===== config.mk =====
export PLATFORM = sky130hd
export DESIGN_NAME = clw53_ram
export DESIGN_NICKNAME = d
export VERILOG_FILES = /design/src/rtl/core/clw53_ram.sv
export SDC_FILE = /design/constraint.sdc
export NUM_CORES = 1
export LEC_CHECK = 0
export BUFFER_PORTS_ARGS = -buffer_cell sky130_fd_sc_hd__buf_2
export CAP_MARGIN = 0
export CORE_UTILIZATION = 25
export CTS_CLUSTER_SIZE = 14
export DETAILED_ROUTE_END_ITERATION = 16
export REMOVE_ABC_BUFFERS = 1
export SLEW_MARGIN = 0
export SYNTH_ARGS = -nofsm -noshare
export SYNTH_HDL_FRONTEND = slang
export SYNTH_SLANG_ARGS = --single-unit

===== constraint.sdc =====
create_clock -name clk_i -period 2.43 [get_ports clk_i]
set_clock_uncertainty 0.1 [all_clocks]
set_input_delay 0.1215 -clock clk_i [delete_from_list [all_inputs] [get_ports clk_i]]
set_output_delay 0.1215 -clock clk_i [all_outputs]
set_load 0.1 [all_outputs]

===== src/rtl/core/clw53_ram.sv =====
// Generic single-clock RAM with one write port and one registered read port.
`default_nettype none

module clw53_ram #(
  parameter int WIDTH = 8,
  parameter int DEPTH = 16
) (
  input  wire logic                     clk_i,
  input  wire logic                     we_i,
  input  wire logic [$clog2(DEPTH)-1:0] waddr_i,
  input  wire logic [WIDTH-1:0]         wdata_i,
  input  wire logic                     re_i,
  input  wire logic [$clog2(DEPTH)-1:0] raddr_i,
  output logic      [WIDTH-1:0]         rdata_o
);

  logic [WIDTH-1:0] mem_q [DEPTH];

  always_ff @(posedge clk_i) begin
    if (we_i) begin
      mem_q[waddr_i] <= wdata_i;
    end
    if (re_i) begin
      rdata_o <= mem_q[raddr_i];
    end
  end

endmodule

`default_nettype wire


==> key figures, run 1 <==
Timing
  – Min cycle time layout: around 1.6 ns
  – Final Hold Fails: 0
  – Unrepaired setup endpoints after global routing: false
  – Slew margin rel.: between 50 and 60%
  – Final WS setup: ~0.8 ns
  – Least-Margin Pin Slew: between 0.7 and 0.8 ns
  – Number of setup violations in the final report: 0
  – F_max: 621 MHz
  – Final Max Slew Viols: 0
  – Period utilization: around two thirds
  – Final hold slack: around 0.0063 ns
  – Setup TNS: 0 ns

Worst hold path
  – Worst Hold End: mem_q[5][6]
  – Hold Crit Class: input port to flop
  – Hold Crit Start: wdata_i[6]
  – Hold Path Depth: 1

Floorplanning
  – FP Rows: 52
  – Die area: 0.0215 mm2
  – Initial Utilization: about 26%
  – Die Wd: around 150 um
  – Core Region: between 0.02 and 0.025 mm2
  – IO Count: 27
  – Die Y: about 150 um

Clock tree
  – CTS sink count: roughly 140
  – TritonCTS clock tree: done
  – Clock Path Buffers: 2
  – Worst-skew pair later-pin latency: around 0.42 ns
  – CTS H-tree lvls: 4
  – CTS Buf Count: 17
  – Clk slew on worst S/H paths: ~0.060 ns
  – CTS Root Cell: clkbuf_16
  – Post-cts resize count: 0

Routing
  – Initial DRT Pass Iterations: 4
  – Vias: roughly 2.4k
  – Antenna Nets Post-Route: 0
  – Vias/cell: 4.25
  – DR iter-0 viols: roughly 240
  – Avg WL per Cell: approximately 18 um
  – DR DRC count: 0
  – Post-Route WL: about 10,000 um

Pwr
  – Final Power: 5.60 mW
  – P_leak: approximately 2.1 nW
  – Power density over the cells: around 870 mW/mm2
  – Max VDD drop: 0.410 mV

Synth
  – Sequential area share after synthesis: 78.1%
  – Dominant synthesized flop cell: edfxtp_1
  – Synth Instances: ~230
  – Seq cells post-synth: 136
  – Share of the synthesized area in the top cell type: 78.1%
  – Synth warnings: 0
  – Synthesized cell area: roughly 0.0052 mm2
  – Ys async rst share: 0%
  – Post-synth top area cell: edfxtp_1
  – Post-synth EDFFs: 136
  – Average size of a mapped cell: 22.8 um2
  – Area contributors post-synth: edfxtp_1 78%, mux4_2 7.8%, mux4_1 7.0%
  – Yosys cell types: 18

Global routing
  – Vias in the first global route: 2,642
  – First-pass GRT wire length: between 15,000 and 20,000 um
  – GRT overflow: 0
  – Number of antenna violations at the first check in global routing: 0
  – All-Layer GR Usage: under 10%
  – Pin count of the biggest net entering global routing: 30

Setup path
  – Family with the most delay on the worst path: multiplexers
  – Critical Path, Cell by Cell: mux4_1 -> a22oi_1 -> nand2_1
  – Slowest-stage cell, CP: mux4_1
  – R2R Path Start: mem_q[1][2]
  – Buf/Inv on CP: 0
  – Critical path class: flop to flop
  – Crit path required time: approximately 2.5 ns
  – Crit path max fanout: 1
  – Critical path data arrival time: ~1.7 ns
  – Worst flop-to-flop path endpoint: rdata_o[2]
  – R2R depth: 3
  – Critical path's largest stage delay: roughly 0.52 ns
  – CP Launch Type: flop
  – FF-to-FF setup slack: between 0.8 and 0.9 ns
  – Crit end category: flop

Final layout
  – Final core occ: about a third
  – Number of diodes: 0
  – Area delta synth->final: 23.5%
  – Share of cells above drive strength 1: a little under a third
  – Final cell count without fillers: 572
  – Nets@finish: between 300 and 400
  – Post-route cell area: about 0.0065 mm2

Place
  – Placed cell area: between 0.005 and 0.006 mm2
  – Placed instance count: about 530
  – Place WS: between 0.5 and 0.6 ns
  – Placer Congestion: about 0.68
  – PortBufs: 26
  – Dpl hpwl: 6510 um

Status
  – Result of the run: finished, final reports clean

Run
  – Max_cap viols: 0
[state kept, by name (all words and copies together), names as in the netlist]
name,flops
mem_q,128
rdata_o,8
[worst max path at each step]
| stage | to | startpoint | cells past startpoint | slack [ns] |
|---|---|---|---|---|
| 2_1_floorplan | mem_q[0][0] | waddr_i[2] | 2 | 0.72 |
| 3_3_place_gp | rdata_o[2] | raddr_i[0] | 5 | 0.49 |
| 3_5_place_dp | rdata_o[2] | raddr_i[0] | 5 | 0.52 |
| 4_1_cts | rdata_o[2] | mem_q[1][2] | 3 | 0.82 |
| 5_1_grt | rdata_o[2] | mem_q[1][2] | 3 | 0.76 |
| 6_report | rdata_o[2] | mem_q[1][2] | 3 | 0.82 |
[metal layers]
metal	routed length [um]	global-route usage, %	up-vias
li1	-	-	1099
met1	4450	13.2	1260
met2	4900	15.3	64
met3	545	2.03	8
met4	111	5.36	0
met5	0	0	-
[kinds of logic after synthesis]
group                  count (synthesis)  share of synthesized area, %
AO/OA/AOI/OAI                         16                          2.30
buffers and inverters                 10                          1.65
flip-flops                           136                          78.1
multiplexers                          32                          14.8
AND/OR/NAND/NOR                       35                          3.14
[layout by cell type, fill, tap and decap left out, drive strengths merged]
master,netlist,final
nor2,13,13
nand2,9,9
nor2b,1,1
nand3b,2,2
and2b,1,1
nand2b,2,2
or3b,1,1
bufinv,0,4
clkinvlp,0,5
nand3,1,1
dlygate4sd3,0,7
clkinv,0,5
mux4,32,32
and2,1,1
a22oi,16,16
nor3,4,4
clkbuf,0,17
buf,7,45
edfxtp,136,136
[power breakdown]
group	switching [mW]	total [mW]	internal, mW
logic	0.216	0.327	0.110
clock network	0.921	2.62	1.69
registers	0.0146	2.66	2.64
total	1.15	5.60	4.45
[cell usage after synthesis, drive strengths merged, types with 2 or more instances]
| master | count |
|---|---|
| edfxtp | 136 |
| a22oi | 16 |
| nand2b | 2 |
| clkdlybuf4s25 | 3 |
| mux4 | 32 |
| nand2 | 9 |
| nor2 | 13 |
| nor3 | 4 |
| buf | 7 |
| nand3b | 2 |
[cell type report]
class	instances	area (um2)
clock buffer	17	425
multi-input combinational	83	1060
tap	270	338
sequential	136	4080
clock inverter	14	183
fill	1918	13900
timing repair buffer	52	368
[timing repair]
| item | in CTS | in global routing |
|---|---|---|
| setup buffers | 0 | 0 |
| hold buffers | 7 | 0 |
| endpoints found under the setup margin | 0 | 0 |
| hold endpoints to repair | 77 | 0 |
Power figures use the tool's default switching activity.
==> run 2, diff against run 1 <==
==> constraint.sdc (replaced) <==
create_clock -name clk_i -period 1.5 [get_ports clk_i]
set_clock_uncertainty 0.1 [all_clocks]
set_input_delay 0.075 -clock clk_i [delete_from_list [all_inputs] [get_ports clk_i]]
set_output_delay 0.075 -clock clk_i [all_outputs]
set_load 0.1 [all_outputs]
==> run 2 against run 1 <==
Global-route usage is 0.10 points higher. The run now ends with setup timing left. Largest power group is now clock. Total power is 66% higher. Final area increased by 1.6%. Largest cell class unchanged. Die area stayed put. Cell count up 1.2%. Critical path type unchanged.
==> key figures, run 2 (same netlist as run 1, synthesis figures left out) <==
Final layout
  – Largest registers: mem_q (128), rdata_o (8)
  – Nets@finish: 315 (+1.9%)
  – Area delta synth->final: 25.4%
  – Share of cells above drive strength 1: 37.9% (+7.4 points)
  – Commonest non-fill, non-tap cell in the layout: edfxtp_1
  – Number of diodes: 0 (unchanged)
  – Largest register by flop count: mem_q
  – Fillers: 1,912 (-0.31%)
  – Final core occ: 32.2% (+0.50 points)
  – Max reg flops: 128 (unchanged)
  – Most frequent cells in the layout: 136 x edfxtp_1, 29 x mux4_2, 26 x buf_2, 19 x buf_4, 17 x clkbuf_16

Setup path
  – R2R Path Start: mem_q[0][0]
  – Crit end category: flop
  – Critical path data arrival time: 1.57 ns (-0.10 ns)
  – CP Launch Type: flop
  – FF-to-FF setup slack: -0.02 ns (-0.84 ns)
  – Levels on crit path: 3 (unchanged)
  – Critical path class: flop to flop
  – Critical Path, Cell by Cell: mux4_2 -> a22oi_2 -> nand2_2
  – Family with the most delay on the worst path: multiplexers
  – Crit path max fanout: 1 (unchanged)
  – Critical path's largest stage delay: 0.47 ns (-0.05 ns)
  – Slowest-stage cell, CP: mux4_2
  – Worst flop-to-flop path endpoint: rdata_o[0]
  – R2R depth: 3 (unchanged)
  – Buf/Inv on CP: 0 (unchanged)
  – Crit path required time: 1.55 ns (-0.94 ns)

Routing
  – Vias: 2,490 (+2.4%)
  – Antenna Nets Post-Route: 0 (unchanged)
  – Initial DRT Pass Iterations: 4 (unchanged)
  – Post-Route WL: 10,100 um (+0.78%)
  – Vias/cell: 4.30 (+1.2%)
  – Avg WL per Cell: 17.4 um (-0.44%)
  – DR DRC count: 0 (unchanged)
  – DR iter-0 viols: 196 (-17%)

Timing
  – Final Max Slew Viols: 0 (unchanged)
  – Final hold slack: 0.130 ns (+0.124 ns)
  – Setup TNS: -0.0349 ns (-0.0349 ns)
  – Slew margin rel.: 42.7% (-7.5 points)
  – Number of setup violations in the final report: 3 (+3)
  – Min cycle time layout: 1.52 ns (-0.0885 ns)
  – Least-Margin Pin Slew: 0.857 ns (+0.112 ns)
  – Final Hold Fails: 0 (unchanged)
  – Final WS setup: -0.0224 ns (-0.842 ns)
  – Period utilization: 101% (+35 points)
  – Unrepaired setup endpoints after global routing: true
  – F_max: 657 MHz (+5.8%)

Pwr
  – Cell-internal power: 7.41 mW (+67%)
  – Max VDD drop: 0.735 mV (+79%)
  – Switch Pwr: 1.87 mW (+63%)
  – Seq pwr share: 46.4% (-1.1 points)
  – Combinational group share of total power: 6.2% (+0.4 points)
  – Clock Power Share: 47.4% (+0.7 points)
  – Power density over the cells: 1420 mW/mm2 (+63%)
  – P_leak: 2.14 nW (+0.73%)
  – Final Power: 9.28 mW (+66%)
  – Net Sw Frac: 20.2% (-0.37 points)

Worst hold path
  – Hold Crit Class: input port to flop
  – Hold Crit Start: waddr_i[0]
  – Hold Path Depth: 3 (+2)
  – Worst Hold End: mem_q[0][2]

Global routing
  – Top Usage Layer GRT: met2
  – Pin count of the biggest net entering global routing: 18 (-40%)
  – GRT overflow: 0 (unchanged)
  – Met2 usage: 15.6% (+0.26 points)
  – Number of antenna violations at the first check in global routing: 0 (unchanged)
  – First-pass GRT wire length: 15,700 um (+1.8%)
  – Met1 Use GR: 12.9% (-0.22 points)
  – All-Layer GR Usage: 10.1% (+0.10 points)
  – Vias in the first global route: 2,655 (+0.49%)
  – Met3 Usage GRT: 2.50% (+0.47 points)

Floorplanning
  – IO Count: 27 (unchanged)
  – Die Wd: 147 um (unchanged)
  – Core Region: 0.0204 mm2 (unchanged)
  – Die area: 0.0215 mm2 (unchanged)
  – Initial Utilization: 25.7% (unchanged)
  – FP Rows: 52 (unchanged)
  – Die Y: 147 um (unchanged)

Clock tree
  – Worst-skew pair later-pin latency: 0.41 ns (about the same)
  – Clock Path Buffers: 2 (unchanged)
  – Setup Fix Bufs, Post-CTS: 0 (unchanged)
  – CTS Root Cell: clkbuf_16
  – CTS sink count: 136 (unchanged)
  – Clk slew on worst S/H paths: 0.06 ns (about the same)
  – CTS H-tree lvls: 4 (unchanged)
  – TritonCTS clock tree: done
  – CTS Buf Count: 17 (unchanged)

Run
  – Max_cap viols: 0 (unchanged)

Place
  – Dpl hpwl: 6600 um (+1.4%)
  – Placer Congestion: 0.716 (+5.0%)
  – PortBufs: 26 (unchanged)

Status
  – Failing checks: setup timing
  – Result of the run: finished with violations
[run 2: cell types whose count changed in the layout (fill, tap and decap cells not counted), sizes merged]
cell / before / now
buf: 45 / 49
clkinv: 5 / 7
clkinvlp: 5 / 3
dlygate4sd3: 7 / 9
bufinv: 4 / 5
[run 2: worst max-delay path by stage]
stage	from	to
2_1_floorplan	waddr_i[2]	mem_q[0][0]
3_3_place_gp	raddr_i[0]	rdata_o[7]
3_5_place_dp	raddr_i[0]	rdata_o[7]
4_1_cts	mem_q[0][0]	rdata_o[0]
5_1_grt	mem_q[0][0]	rdata_o[0]
6_report	mem_q[0][0]	rdata_o[0]
[run 2: area by class of cell]
class                           count  area [um2]  share of cell area, %
Sequential cell                   136        4080                   62.3
Multi-Input combinational cell     83        1060                   16.1
Timing Repair Buffer               58         443                   6.76
Clock buffer                       17         425                   6.49
Tap cell                          270         338                   5.15
Clock inverter                     15         208                   3.17
[run 2: power groups by stage]
stage          sequential, mW  combinational, mW  clock, mW
2_1_floorplan            4.51              0.171          0
3_3_place_gp             4.38              0.531          0
3_5_place_dp             4.39              0.542          0
4_1_cts                  4.31              0.574       4.46
5_1_grt                  4.31              0.614       4.64
6_report                 4.31              0.573       4.40
[run 2: through the flow]
| step | instances | instance area (um2) | worst slack, ns |
|---|---|---|---|
| final | 579 | 6560 | -0.0224 |
| after global routing | 579 | 6560 | -0.0805 |
| after detailed placement | 538 | 5830 | -0.246 |
| after floorplan | 219 | 5140 | -0.168 |
| after global placement | 538 | 5830 | -0.244 |
| after CTS | 579 | 6550 | -0.0537 |
[run 2: tightest hold or removal path, delay by kind of cell]
| family | cells | cell delay [ns] |
|---|---|---|
| buf+inv | 2 | 0.32 |
| simple gates | 1 | 0.06 |
[run 2: what timing repair did]
| item | in CTS | in global routing |
|---|---|---|
| pin swaps | 3 | 8 |
| endpoints found under the setup margin | 8 | 8 |
| hold endpoints to repair | 136 | 0 |
| hold buffers | 9 | 0 |
| gates resized for setup | 10 | 10 |
[run 2: routing by layer]
| layer | part of all wire [%] | vias to the layer above |
|---|---|---|
| met1 | 44 | 1298 |
| li1 | - | 1104 |
| met5 | 0 | - |
| met2 | 49 | 68 |
| met3 | 4.8 | 20 |
| met4 | 2.5 | 0 |
==> run 3, diff against run 2 <==
--- a/config.mk
+++ b/config.mk
@@ -11,6 +11,7 @@
 export CTS_CLUSTER_SIZE = 14
 export DETAILED_ROUTE_END_ITERATION = 16
 export REMOVE_ABC_BUFFERS = 1
+export SKIP_CTS_REPAIR_TIMING = 1
 export SLEW_MARGIN = 0
 export SYNTH_ARGS = -nofsm -noshare
 export SYNTH_HDL_FRONTEND = slang
==> run 3 against run 2 <==
The run still ends with setup timing left. Critical path depth unchanged. Flip-flop and latch count is the same. Maximum frequency up 1.3%. Wire length up 0.18%. Non-clock buffer count stayed put. Sequential share of layout area is essentially flat. Register-to-register slack gained 0.02 ns. Via count decreased by 0.12%. Core utilization is essentially flat. Die area stayed put. Largest power group unchanged.
==> key figures, run 3 (same netlist as run 1, synthesis figures left out) <==
Status
  – Result of the run: finished with violations
  – Failing checks: setup timing

Clock tree
  – CTS sink count: 136 (unchanged)
  – CTS Buf Count: 17 (unchanged)
  – Clk slew on worst S/H paths: 0.06 ns (about the same)
  – CTS H-tree lvls: 4 (unchanged)
  – Worst-skew pair later-pin latency: 0.41 ns (about the same)
  – TritonCTS clock tree: done
  – Clock Path Buffers: 2 (unchanged)
  – CTS Root Cell: clkbuf_16

Pwr
  – Cell-internal power: 7.41 mW (about the same)
  – Net Sw Frac: 20.2% (+0.046 points)
  – P_leak: 2.13 nW (-0.53%)
  – Max VDD drop: 0.738 mV (+0.36%)
  – Clock Power Share: 47.4% (about the same)
  – Switch Pwr: 1.88 mW (+0.33%)
  – Power density over the cells: 1420 mW/mm2 (about the same)
  – Combinational group share of total power: 6.2% (about the same)
  – Seq pwr share: 46.3% (about the same)

Final layout
  – Share of cells above drive strength 1: 39.8% (+1.9 points)
  – Max reg flops: 128 (unchanged)
  – Commonest non-fill, non-tap cell in the layout: edfxtp_1
  – Number of diodes: 0 (unchanged)
  – Fillers: 1,915 (+0.16%)
  – Area delta synth->final: 25.5% (about the same)
  – Final cell count without fillers: 579 (unchanged)
  – Nets@finish: 315 (unchanged)
  – Largest registers: mem_q (128), rdata_o (8)
  – Most frequent cells in the layout: 136 x edfxtp_1, 32 x mux4_2, 26 x buf_2, 19 x buf_4, 17 x clkbuf_16
  – Final core occ: 32.2% (about the same)
  – Largest register by flop count: mem_q

Setup path
  – CP Launch Type: flop
  – Buf/Inv on CP: 0 (unchanged)
  – Critical Path, Cell by Cell: mux4_2 -> a22oi_2 -> nand2_2
  – Critical path class: flop to flop
  – R2R depth: 3 (unchanged)
  – Critical path data arrival time: 1.56 ns (about the same)
  – Crit end category: flop
  – Family with the most delay on the worst path: multiplexers
  – Worst flop-to-flop path endpoint: rdata_o[0]
  – R2R Path Start: mem_q[3][0]
  – Slowest-stage cell, CP: mux4_2
  – Crit path required time: 1.55 ns (about the same)
  – Crit path max fanout: 1 (unchanged)
  – FF-to-FF setup slack: -0.003 ns (+0.02 ns)
  – Critical path's largest stage delay: 0.48 ns (about the same)

Routing
  – Avg WL per Cell: 17.5 um (+0.18%)
  – Vias: 2,487 (-0.12%)
  – Post-Route WL: 10,100 um (+0.18%)
  – DR DRC count: 0 (unchanged)
  – Initial DRT Pass Iterations: 4 (unchanged)
  – Antenna Nets Post-Route: 0 (unchanged)
  – DR iter-0 viols: 243 (+24%)
  – Vias/cell: 4.30 (-0.12%)

Timing
  – Slew margin rel.: 37.4% (-5.3 points)
  – Min cycle time layout: 1.50 ns (-0.0189 ns)
  – Final WS setup: -0.00346 ns (+0.0189 ns)
  – Unrepaired setup endpoints after global routing: true
  – Setup TNS: -0.00346 ns (+0.0314 ns)
  – Final Hold Fails: 0 (unchanged)
  – Period utilization: 100% (-1.3 points)
  – Final hold slack: 0.127 ns (-0.00342 ns)
  – Final Max Slew Viols: 0 (unchanged)
  – F_max: 665 MHz (+1.3%)
  – Least-Margin Pin Slew: 0.935 ns (+0.0780 ns)
  – Number of setup violations in the final report: 1 (-2)

Place
  – Placer Congestion: 0.716 (unchanged)
  – Placed instance count: 538 (unchanged)
  – Dpl hpwl: 6600 um (unchanged)
  – PortBufs: 26 (unchanged)

Global routing
  – GRT overflow: 0 (unchanged)
  – Pin count of the biggest net entering global routing: 18 (unchanged)
  – Vias in the first global route: 2,593 (-2.3%)
  – First-pass GRT wire length: 15,400 um (-1.6%)
  – Number of antenna violations at the first check in global routing: 0 (unchanged)
  – All-Layer GR Usage: 9.94% (-0.12 points)

Worst hold path
  – Worst Hold End: mem_q[0][2]
  – Hold Path Depth: 3 (unchanged)
  – Hold Crit Class: input port to flop
  – Hold Crit Start: waddr_i[0]

Floorplanning
  – Core Region: 0.0204 mm2 (unchanged)
  – Die Y: 147 um (unchanged)
  – IO Count: 27 (unchanged)
  – FP Rows: 52 (unchanged)
  – Die area: 0.0215 mm2 (unchanged)
  – Initial Utilization: 25.7% (unchanged)
  – Die Wd: 147 um (unchanged)

Run
  – Max_cap viols: 0 (unchanged)
==> run 3: worst max path at each step <==
stage,start,to,slack (ns),cells after the start
CTS,mem_q[0][0],rdata_o[0],-0.12,3
global placement,raddr_i[0],rdata_o[7],-0.24,6
finish,mem_q[3][0],rdata_o[0],-0.003,3
detailed placement,raddr_i[0],rdata_o[7],-0.25,6
global route,mem_q[0][0],rdata_o[0],-0.05,3
floorplan,waddr_i[2],mem_q[0][0],-0.17,2
==> run 3: power groups by stage <==
stage | Combinational [mW] | Sequential, mW | Clock (mW)
after floorplan | 0.171 | 4.51 | 0
after global placement | 0.531 | 4.38 | 0
after detailed placement | 0.542 | 4.39 | 0
after CTS | 0.543 | 4.31 | 4.46
after global routing | 0.621 | 4.31 | 4.64
final | 0.580 | 4.31 | 4.41
==> run 3: per-layer routing <==
metal  wire [um]  track usage (%)
met4         263             5.36
met5           0                0
met3         534             2.53
met1        4430             12.7
met2        4880             15.5
==> run 3: final cells by class <==
cell class                 instances  area [um2]  share of cell area [%]
multi-input combinational         83        1060                    16.2
timing repair buffer              58         443                    6.75
sequential                       136        4080                    62.3
clock buffer                      17         425                    6.48
tap                              270         338                    5.15
clock inverter                    15         208                    3.17
==> run 3: stage by stage <==
stage | cell area, um2 | total power [mW] | setup slack [ns]
detailed placement | 5830 | 4.93 | -0.246
floorplan | 5140 | 4.68 | -0.168
global placement | 5830 | 4.91 | -0.244
CTS | 6460 | 9.31 | -0.118
finish | 6560 | 9.29 | -0.00346
global route | 6560 | 9.57 | -0.0541
==> run 3: worst register-to-register path, delay by kind of cell, from the launching register on <==
family	cells	cell delay (ns)
compound gates	1	0.21
flops	1	0.36
simple gates	1	0.09
mux	1	0.48
